`src/rgbmtx_pkg.sv`:
```
// Package for the RGB LED matrix scanner: field widths, command codes and register indexes.
`default_nettype none

package rgbmtx_pkg;

  // Matrix geometry
  localparam int unsigned NumCols   = 8;
  localparam int unsigned NumRows   = 8;
  localparam int unsigned ColW      = 3;
  localparam int unsigned RowW      = 3;
  localparam int unsigned LevelW    = 8;
  localparam int unsigned DurW      = 16;

  // Configuration port
  localparam int unsigned CfgIdxW   = 2;
  localparam int unsigned CfgDataW  = 8;
  localparam logic [CfgIdxW-1:0] CfgPhaseLimit    = 2'd0;
  localparam logic [CfgIdxW-1:0] CfgSoundAllowed  = 2'd1;
  localparam logic [LevelW-1:0]  PhaseLimitRst    = 8'd15;
  localparam logic               SoundAllowedRst  = 1'b1;

  // Stream widths
  localparam int unsigned InDataW   = 56;
  localparam int unsigned OutDataW  = 40;
  localparam int unsigned CmdW      = 3;

  typedef enum logic [CmdW-1:0] {
    CMD_TICK       = 3'd0,
    CMD_WRITE_PIX  = 3'd1,
    CMD_SET_AUX    = 3'd2,
    CMD_START_TONE = 3'd3,
    CMD_STOP_TONE  = 3'd4
  } cmd_e;

  // One row beat for the shift chain, lowest field in the lowest bits
  typedef struct packed {
    logic              tone_on;
    logic [ColW-1:0]   active_column;
    logic [LevelW-1:0] blue_bits;
    logic [LevelW-1:0] green_bits;
    logic [LevelW-1:0] red_bits;
    logic [LevelW-1:0] aux_byte;
  } result_t;

  localparam int unsigned ResultW = $bits(result_t);

endpackage

`default_nettype wire

```
`src/rgb_led_matrix_pwm_scanner.sv`:
```
// Top level of the RGB LED matrix scanner: frame store, PWM phase, column scan and tone timer.
//
// Usage:
//   Commands arrive on the s_axis channel, the command code in tuser and its operands in
//   tdata. A tick advances the brightness phase and, at the configured limit, steps the
//   scan column and the tone countdown; it then yields one beat on m_axis carrying the aux
//   byte (phase 0, column 0 only), the red, green and blue row bits of the active column,
//   the column number and the sound state. All other commands give no output beat.
//   Registers (phase_limit, sound_allowed) are written through the cfg channel, which
//   is always ready; write them only while the block is idle.
//   A tick result is registered into the output slot, or into the skid slot behind a waiting one.
//   Throughput: one command per cycle while s_axis_tready is high; phase, column, tone and
//   the 24 level compares update in one pass from the state registers into the result slot.
//   Stalls: an output register plus a skid register sit before m_axis, so a command is
//   still taken while one result waits; s_axis_tready drops only with both slots full.
//   Reset: the frame store (held in flip-flops) clears to black at once, phase, column,
//   aux LEDs and tone state clear, and the registers return to 15 and 1.
`default_nettype none

module rgb_led_matrix_pwm_scanner (
  input  wire logic                                clk_i,
  input  wire logic                                rst_ni,
  // Command stream
  input  wire logic                                s_axis_tvalid,
  output logic                                     s_axis_tready,
  // tdata: pixel_column[2:0], pixel_row[5:3], red_level[13:6], green_level[21:14],
  //        blue_level[29:22], aux_value[37:30], tone_duration[53:38], zero pad[55:54]
  input  wire logic [rgbmtx_pkg::InDataW-1:0]      s_axis_tdata,
  // tuser: command[2:0]
  input  wire logic [rgbmtx_pkg::CmdW-1:0]         s_axis_tuser,
  // Row beat stream
  output logic                                     m_axis_tvalid,
  input  wire logic                                m_axis_tready,
  // tdata: aux_byte[7:0], red_bits[15:8], green_bits[23:16], blue_bits[31:24],
  //        active_column[34:32], tone_on[35], zero pad[39:36]
  output logic [rgbmtx_pkg::OutDataW-1:0]          m_axis_tdata,
  // Configuration writes
  input  wire logic                                cfg_valid_i,
  output logic                                     cfg_ready_o,
  input  wire logic [rgbmtx_pkg::CfgIdxW-1:0]      cfg_index_i,
  input  wire logic [rgbmtx_pkg::CfgDataW-1:0]     cfg_data_i
);

  localparam int unsigned ColW   = rgbmtx_pkg::ColW;
  localparam int unsigned RowW   = rgbmtx_pkg::RowW;
  localparam int unsigned LevelW = rgbmtx_pkg::LevelW;
  localparam int unsigned DurW   = rgbmtx_pkg::DurW;
  localparam int unsigned NumCols = rgbmtx_pkg::NumCols;
  localparam int unsigned NumRows = rgbmtx_pkg::NumRows;

  // Input fields
  logic [ColW-1:0]   pix_col;
  logic [RowW-1:0]   pix_row;
  logic [LevelW-1:0] red_lvl;
  logic [LevelW-1:0] green_lvl;
  logic [LevelW-1:0] blue_lvl;
  logic [LevelW-1:0] aux_val;
  logic [DurW-1:0]   tone_dur;

  assign pix_col   = s_axis_tdata[2:0];
  assign pix_row   = s_axis_tdata[5:3];
  assign red_lvl   = s_axis_tdata[13:6];
  assign green_lvl = s_axis_tdata[21:14];
  assign blue_lvl  = s_axis_tdata[29:22];
  assign aux_val   = s_axis_tdata[37:30];
  assign tone_dur  = s_axis_tdata[53:38];

  // Frame store: one entry per column, eight row levels per colour
  logic [NumRows-1:0][LevelW-1:0] red_q   [NumCols];
  logic [NumRows-1:0][LevelW-1:0] green_q [NumCols];
  logic [NumRows-1:0][LevelW-1:0] blue_q  [NumCols];

  // Scan and sound state
  logic [LevelW-1:0] phase_q, phase_d;
  logic [ColW-1:0]   col_q, col_d;
  logic [LevelW-1:0] aux_q;
  logic [DurW-1:0]   tone_rem_q, tone_rem_d;
  logic              sound_q, sound_d;
  logic [LevelW-1:0] phase_limit_q;
  logic              sound_allowed_q;

  // Output slot and skid slot
  logic                 out_valid_q, skid_valid_q;
  rgbmtx_pkg::result_t  out_q, skid_q, res;

  logic s_accept, m_accept, is_tick, push, slot_free;

  assign s_accept  = s_axis_tvalid && s_axis_tready;
  assign m_accept  = m_axis_tvalid && m_axis_tready;
  assign is_tick   = (s_axis_tuser == rgbmtx_pkg::CMD_TICK);
  assign push      = s_accept && is_tick;
  assign slot_free = m_accept || !out_valid_q;

  assign s_axis_tready = !skid_valid_q;
  assign m_axis_tvalid = out_valid_q;
  assign m_axis_tdata  = {{(rgbmtx_pkg::OutDataW - rgbmtx_pkg::ResultW){1'b0}}, out_q};
  assign cfg_ready_o   = 1'b1;

  // Tick update: advance phase, wrap into the next column, count the tone down
  logic [LevelW-1:0] phase_inc;
  logic              wrap;

  always_comb begin
    phase_inc  = phase_q + 8'd1;
    wrap       = (phase_inc >= phase_limit_q);
    phase_d    = wrap ? '0 : phase_inc;
    col_d      = wrap ? col_q + 3'd1 : col_q;
    tone_rem_d = tone_rem_q;
    sound_d    = sound_q;
    if (wrap && (tone_rem_q != '0)) begin
      tone_rem_d = tone_rem_q - 16'd1;
      if (tone_rem_q == 16'd1) begin
        sound_d = 1'b0;
      end
    end
  end

  // Result: compare each level of the new column against the new phase
  always_comb begin
    res               = '0;
    res.aux_byte      = ((phase_d == '0) && (col_d == '0)) ? aux_q : '0;
    res.active_column = col_d;
    res.tone_on       = sound_d;
    for (int k = 0; k < NumRows; k++) begin
      res.red_bits[k]   = (red_q[col_d][k]   > phase_d);
      res.green_bits[k] = (green_q[col_d][k] > phase_d);
      res.blue_bits[k]  = (blue_q[col_d][k]  > phase_d);
    end
  end

  // Write pixel levels into the frame store
  always_ff @(posedge clk_i or negedge rst_ni) begin
    if (!rst_ni) begin
      for (int c = 0; c < NumCols; c++) begin
        red_q[c]   <= '0;
        green_q[c] <= '0;
        blue_q[c]  <= '0;
      end
    end else if (s_accept && (s_axis_tuser == rgbmtx_pkg::CMD_WRITE_PIX)) begin
      red_q[pix_col][pix_row]   <= red_lvl;
      green_q[pix_col][pix_row] <= green_lvl;
      blue_q[pix_col][pix_row]  <= blue_lvl;
    end
  end

  // Hold scan, aux and sound state; apply commands
  always_ff @(posedge clk_i or negedge rst_ni) begin
    if (!rst_ni) begin
      phase_q    <= '0;
      col_q      <= '0;
      aux_q      <= '0;
      tone_rem_q <= '0;
      sound_q    <= 1'b0;
    end else if (s_accept) begin
      case (s_axis_tuser)
        rgbmtx_pkg::CMD_TICK: begin
          phase_q    <= phase_d;
          col_q      <= col_d;
          tone_rem_q <= tone_rem_d;
          sound_q    <= sound_d;
        end
        rgbmtx_pkg::CMD_SET_AUX: begin
          aux_q <= aux_val;
        end
        rgbmtx_pkg::CMD_START_TONE: begin
          sound_q    <= sound_allowed_q;
          tone_rem_q <= tone_dur;
        end
        rgbmtx_pkg::CMD_STOP_TONE: begin
          sound_q <= 1'b0;
        end
        default: begin
        end
      endcase
    end
  end

  // Configuration registers
  always_ff @(posedge clk_i or negedge rst_ni) begin
    if (!rst_ni) begin
      phase_limit_q   <= rgbmtx_pkg::PhaseLimitRst;
      sound_allowed_q <= rgbmtx_pkg::SoundAllowedRst;
    end else if (cfg_valid_i && cfg_ready_o) begin
      case (cfg_index_i)
        rgbmtx_pkg::CfgPhaseLimit:   phase_limit_q   <= cfg_data_i;
        rgbmtx_pkg::CfgSoundAllowed: sound_allowed_q <= cfg_data_i[0];
        default: begin
        end
      endcase
    end
  end

  // Output and skid slots: refill from skid, else take a fresh tick beat
  always_ff @(posedge clk_i or negedge rst_ni) begin
    if (!rst_ni) begin
      out_valid_q  <= 1'b0;
      skid_valid_q <= 1'b0;
    end else if (slot_free) begin
      if (skid_valid_q) begin
        out_valid_q  <= 1'b1;
        skid_valid_q <= push;
      end else begin
        out_valid_q  <= push;
      end
    end else if (push) begin
      skid_valid_q <= 1'b1;
    end
  end

  always_ff @(posedge clk_i) begin
    if (slot_free) begin
      if (skid_valid_q) begin
        out_q <= skid_q;
        if (push) begin
          skid_q <= res;
        end
      end else if (push) begin
        out_q <= res;
      end
    end else if (push) begin
      skid_q <= res;
    end
  end

`ifndef NO_ASSERTIONS
  // The skid slot is only ever filled behind a waiting output beat
  a_skid_behind_out: assert property (@(posedge clk_i) disable iff (!rst_ni)
    skid_valid_q |-> out_valid_q)
    else $error("skid slot full while output slot empty");

  // The scan column only ever steps forward by one
  a_col_step: assert property (@(posedge clk_i) disable iff (!rst_ni)
    (col_q != $past(col_q)) |-> (col_q == $past(col_q) + 3'd1))
    else $error("scan column jumped");

  // A command that is not a tick leaves the output occupancy alone
  a_no_result: assert property (@(posedge clk_i) disable iff (!rst_ni)
    (s_accept && !is_tick && !m_accept) |=>
      (out_valid_q == $past(out_valid_q) && skid_valid_q == $past(skid_valid_q)))
    else $error("non-tick command changed output occupancy");

  // Sound can only switch on through a start tone beat
  a_sound_on: assert property (@(posedge clk_i) disable iff (!rst_ni)
    $rose(sound_q) |-> $past(s_accept && (s_axis_tuser == rgbmtx_pkg::CMD_START_TONE)))
    else $error("sound switched on without start tone");
`endif

endmodule

`default_nettype wire
```
`config.mk`:
```
export PLATFORM = sky130hd
export DESIGN_NAME = rgb_led_matrix_pwm_scanner
export DESIGN_NICKNAME = d
export VERILOG_FILES = /design/src/rgbmtx_pkg.sv /design/src/rgb_led_matrix_pwm_scanner.sv
export SDC_FILE = /design/constraint.sdc
export NUM_CORES = 2
export LEC_CHECK = 0
export BUFFER_PORTS_ARGS = -buffer_cell sky130_fd_sc_hd__buf_4
export CAP_MARGIN = 20
export CORE_MARGIN = 1
export CORE_UTILIZATION = 39
export CTS_CLUSTER_SIZE = 12
export DETAILED_ROUTE_END_ITERATION = 12
export HOLD_SLACK_MARGIN = 0.06
export PLACE_DENSITY_LB_ADDON = 0.12
export SETUP_SLACK_MARGIN = 0.15
export SLEW_MARGIN = 10
export SYNTH_ARGS = -nofsm -noshare
export SYNTH_HDL_FRONTEND = slang
export SYNTH_SLANG_ARGS = --single-unit
```
`constraint.sdc`:
```
create_clock -name clk_i -period 4.8 [get_ports clk_i]
set_clock_uncertainty 0.05 [all_clocks]
set_input_delay 0.96 -clock clk_i [delete_from_list [all_inputs] [get_ports clk_i]]
set_output_delay 0.96 -clock clk_i [all_outputs]
set_load 0.02 [all_outputs]
```
### Yosys cells after proc, flatten, opt, wreduce, memory -nomap -nowiden

Cells that the tools add are included.

| word-level totals | value |
|---|---|
| register bits | 1655 |
| input bits | 74 |
| output and inout port bits | 43 |
| logic and storage cells | 316 |

| operators by class | value |
|---|---|
| $add $sub $neg | 3 |
| magnitude comparators | 30 |
| eq/ne operators | 8 |
| mux-type cells | 33 |
| bitwise gates (word level) | 2 |
| reductions and logical operators | 27 |

Operator list:

| kind | number |
|---|---|
| 512-bit bitwise mux | 3 |
| 64-bit binary-select mux with 3-bit select | 3 |
| 64-bit 2-to-1 mux | 7 |
| 64-bit demux with 3-bit select | 1 |
| 8-bit > comparator | 24 |
| 36-bit 2-to-1 mux | 5 |
| 16-bit one-hot mux with 2 select lines | 1 |
| 8-bit demux with 3-bit select | 1 |
| 8-bit 2-to-1 mux | 3 |
| 16-bit by 1-bit == test with 1-bit output, second input constant | 1 |
| 16-bit 2-to-1 mux | 1 |
| 16-bit nonzero test | 1 |
| 16-bit by 1-bit subtractor with 16-bit output, second input constant | 1 |
| 2-bit AND reduction | 6 |
| 8-bit by 1-bit adder with 8-bit output, second input constant | 1 |
| 4-bit greater-or-equal comparator, second input constant | 2 |
| 8-bit greater-or-equal comparator | 1 |
| 1-bit logical AND | 8 |
| 8-bit zero test | 1 |
| 3-bit inverter with 4-bit output | 2 |
| 3-bit by 2-bit == test with 1-bit output, second input constant | 2 |
| 3-bit zero test | 2 |
| 1-bit 2-to-1 mux | 6 |
| 2-bit nonzero test | 3 |
| 16 further kinds | 17 |

### Longest topological paths before layout

| depth | value |
|---|---|
| depth after elaboration | 11 |
| depth in mapped cells | 21 |
| mapped depth without buffers | 18 |

### Worst setup path before layout

No wires, ideal clock.

| timing path | value |
|---|---|
| kind | register to register |
| from | reg phase_q[2] |
| to | reg out_q, in the netlist m_axis_tdata[27] (data pin) |
| setup time | 0.260 ns |
| arrival time | 4.047 ns |
| data required time | 4.490 ns |
| path slack | 0.443 ns |
| stages on the path, launching flop included | 19 |
| path buffers | 2 |
| period minus slack after synthesis | 4.357 ns |
| path through | dfrtp_1 -> and3_1 -> nor2b_1 -> nand3_1 -> xnor2_1 -> ha_1 -> a21oi_1 -> o21a_1 -> o21ai_2 -> buf_2 -> buf_2 -> nor2_1 -> ha_1 -> nor2b_1 -> o21a_1 -> o21a_1 -> o21ai_0 -> a21boi_0 -> mux2_2 |

RTL lines:

| element | line | RTL |
|---|---|---|
| start: declaration | rgb_led_matrix_pwm_scanner.sv:74 | `logic [LevelW-1:0] phase_q, phase_d;` |
| start signal: assignment | rgb_led_matrix_pwm_scanner.sv:157 | `phase_q <= phase_d;` |
| end signal: assignment | rgb_led_matrix_pwm_scanner.sv:213 | `out_q <= skid_q;` |
| end signal: assignment | rgb_led_matrix_pwm_scanner.sv:218 | `out_q <= res;` |
| end: declaration | rgb_led_matrix_pwm_scanner.sv:84 | `rgbmtx_pkg::result_t out_q, skid_q, res;` |

==> metrics.yaml <==
finish:
  design_area_mm2: 0.1045
  seq_area_mm2: 0.04179
  multi_input_area_mm2: 0.04762
  layout.nets: 6715
  n_fill_cell: 21110
  drive_above_1_share_pct: 47.44
  area.growth.synth_to_final_pct: 13.26
  final_util_pct: 44.43
grt:
  grt_max_degree: 162
  antenna_found_initial: 22
  grt_pass1_wl_um: 430000
  overflow: 0
  grt_pass1_vias: 61990
  grtUsageTotal_pct: 24.47
logic_synthesis:
  ys_seq_area_share_pct: 45.29
  synthArstFlopShare_pct: 95.65
  synth_area_mm2: 0.09225
  synth_cell_types: 77
  synth_top_area_cell: "dfrtp_1"
  yosysWarnings: 0
  synthFlopType: "dfrtp_1"
  syn_inst: 6466
  ys_ff_latch: 1655
  avgSynthCellArea_um2: 14.27
  netlist_top_cells_area: "dfrtp_1 (43%), mux4_2 (19%), mux2_2 (18%)"
  synth_top_area_share_pct: 42.81
  synth_edf_count: 72
power_and_ir_drop:
  p_per_area_mw_per_mm2: 429.6
  pwr-share-seq_pct: 33.7
  switchingPower_mw: 15.13
  clockPowerShare_pct: 33.3
  p_int_mw: 29.76
  p_leak_nw: 47.07
  netSwitchingFraction_pct: 33.70
  power_frac_comb_pct: 33.0
  peakVddDrop_mv: 0.4409
min_path:
  holdPathEnd: "phase_limit_q[2]"
  whs_path_depth: 3
  hold_class: "in -> reg"
  min_from: "cfg_data_i[2]"
floorplan:
  die_area_mm2: 0.2385
  std_cell_rows: 178
  coreArea_mm2: 0.2352
  die_width_um: 488.3
  io_pins: 117
  initial_core_util_pct: 39.22
  die_y_um: 488.3
sta:
  max_freq_ghz: 0.2210
  setup_viol: 0
  holdWs_ps: 272.4
  setup_slack_ps: 276.1
  final_hold_viol_count: 0
  worstMarginPinSlew_ps: 1202
  slew_headroom_pct: 19.85
  min_period_ps: 4524
  rsz0062_at_grt: "yes"
  drv_slew: 0
  period_share_pct: 94.25
critical_path:
  crit_top_cell: "ha_1"
  crit_slowest_cell: "dfrtp_1"
  crit_fanout: 18
  critPathBufInv: 2
  cp_top_family: "compound AO/OA/AOI/OAI gates"
  path_class: "reg -> reg"
  max_stage_delay_ps: 360
  cp-end-kind: "register"
  r2r_start: "phase_q[4]"
  crit_required_ps: 5340
  critPathLaunchType: "register"
  cp_num_cells: 20
  arrival_ps: 5060
  r2r-end: "m_axis_tdata[8]"
  ff2ff_path_depth: 20
  r2r_slack_ps: 280
  path_cells: "and3_4 -> nor2b_4 -> nand3_2 -> xnor2_2 -> ha_1 -> nand2_1 -> a211o_1 -> o21a_4 -> and2_4 -> buf_4 -> buf_16 -> a22oi_2 -> o211ai_1 -> ha_1 -> nor2b_1 -> o21ai_1 -> a21oi_1 -> o21bai_1 -> a21oi_4 -> mux2_4"
flow_run:
  drv_cap: 0
routing:
  routed_via_density: 6.135
  ant_nets: 0
  drt_iter0_markers: 4525
  vias: 59890
  routed_wl_um: 295100
  drc_errors: 4
  dr.pass1.iters: 9
  wl_per_cell_um: 30.23
placed_design:
  placed_cell_area_mm2: 0.09717
  place_congestion: 0.7740
  post-place-ws_ps: -21.32
  dp_hpwl_um: 161900
  port-buffer-count: 109
clock_tree:
  path_clk_slew_ps: 60
  clock_path_buffers: 3
  clock-sinks: 1655
  clkLatencyLatePin_ps: 860
  clockRootBuffer: "clkbuf_16"
  numCtsBuffers: 192
  tritoncts: "built"
  h-tree-depth: 4
run_status:
  violations: "design-rule violations"
  status: "finished with violations"
-- how the worst max path moves through the flow --
stage	startpoint	to	slack [ps]
after floorplan	phase_q[2]	m_axis_tdata[27]	440
after global placement	phase_q[4]	m_axis_tdata[27]	30
after detailed placement	phase_q[4]	m_axis_tdata[27]	-20
after CTS	phase_q[4]	m_axis_tdata[8]	110
after global routing	phase_q[4]	m_axis_tdata[30]	120
final	phase_q[4]	m_axis_tdata[8]	280
-- routing by layer --
| layer | share of wire, % | GRT usage, % | vias to the layer above |
|---|---|---|---|
| met5 | 0.0024 | 0 | - |
| met4 | 2.7 | 7.159 | 2 |
| met3 | 5.3 | 3.353 | 402 |
| met2 | 48 | 39.82 | 1788 |
| met1 | 44 | 34.01 | 32670 |
| li1 | - | - | 25020 |
-- cells in the final DEF, fill, tap and decap left out, types with 17 or more instances in the layout --
cell type and n:
nand3_1 64, buf_12 74, mux4_2 768, nor2_1 36, nor3_1 21, clkbuf_1 70, o21ai_0 64, nand2_1 308
clkbuf_16 206, ha_1 199, mux2_2 1513, dfrtp_1 1575, a21o_1 33, a211oi_2 21, nor2b_1 24, a21oi_1 266
buf_4 324, o21bai_1 20, a22o_1 25, inv_1 17, mux2_1 59, clkbuf_8 55, and3_1 169, o211ai_1 168
edfxtp_1 72, a22oi_1 164
-- cell families after synthesis --
kind of cell	after synthesis	share of synthesized area, %
AOI/OAI and AO/OA	834	6.041
other	2	0.008141
DFF	1655	45.29
buffers and inverters	674	3.442
and+or+nand+nor	743	4.372
muxes	2342	37.96
xor gates and xnor gates	12	0.1139
adders and majority gates	204	2.767
-- synth_stat cells, types with 47 or more instances --
| library cell | count |
|---|---|
| o21ai_0 | 70 |
| and3_1 | 171 |
| a21oi_1 | 275 |
| a22oi_1 | 173 |
| nand3_1 | 67 |
| nand2_1 | 316 |
| mux4_2 | 768 |
| dfrtp_1 | 1578 |
| buf_1 | 47 |
| mux2_2 | 1514 |
| o211ai_1 | 168 |
| ha_1 | 204 |
| edfxtp_1 | 72 |
| buf_2 | 180 |
| mux2_1 | 59 |
| clkbuf_1 | 354 |
-- metrics by stage --
step	TNS, ps	cells	total power [mW]
global route	0	9750	46.88
CTS	0	9706	44.98
finish	0	9762	44.88
detailed placement	-33.27	9346	29.86
floorplan	0	6469	24.42
global placement	0	9345	29.74
-- power by group through the flow --
stage	Sequential, mW	Combinational (mW)	Clock (mW)
3_3_place_gp	15.3	14.4	0
6_report	15.1	14.8	14.9
2_1_floorplan	15.2	9.20	0
3_5_place_dp	15.4	14.5	0
4_1_cts	15.1	14.5	15.3
5_1_grt	15.2	15.8	15.9
-- repair_timing --
action                     CTS  global route
setup endpoints to repair   15            27
gates resized for setup      8            65
pin swaps                    1            31
setup buffers                3            28
hold endpoints to repair    34             0
hold buffers                 1             0
cloned                       1            12
-- worst min-delay path, cell delays in order --
cell	delay, ps
buf_4	80
nand2_1	40
o21ai_0	60
-- flip-flops by register name, summed over array words and instances (netlist names) --
signal,flops
aux_q,8
blue_q,512
col_q,3
green_q,512
m_axis_tdata,36
m_axis_tvalid,1
phase_limit_q,8
phase_q,8
red_q,512
skid_q,36
skid_valid_q,1
sound_allowed_q,1
sound_q,1
tone_rem_q,16
-- cell type report --
| class | instances | share of cell area [%] |
|---|---|---|
| clock buffers | 319 | 5.633 |
| repair buffers | 430 | 4.421 |
| flip-flops and latches | 1655 | 40.00 |
| multi-input cells | 4140 | 45.58 |
| diodes | 14 | 0.03353 |
| inverters | 18 | 0.06586 |
| well taps | 3150 | 3.772 |
| clock inverters | 36 | 0.4946 |
(Power assumes the default switching activity.)
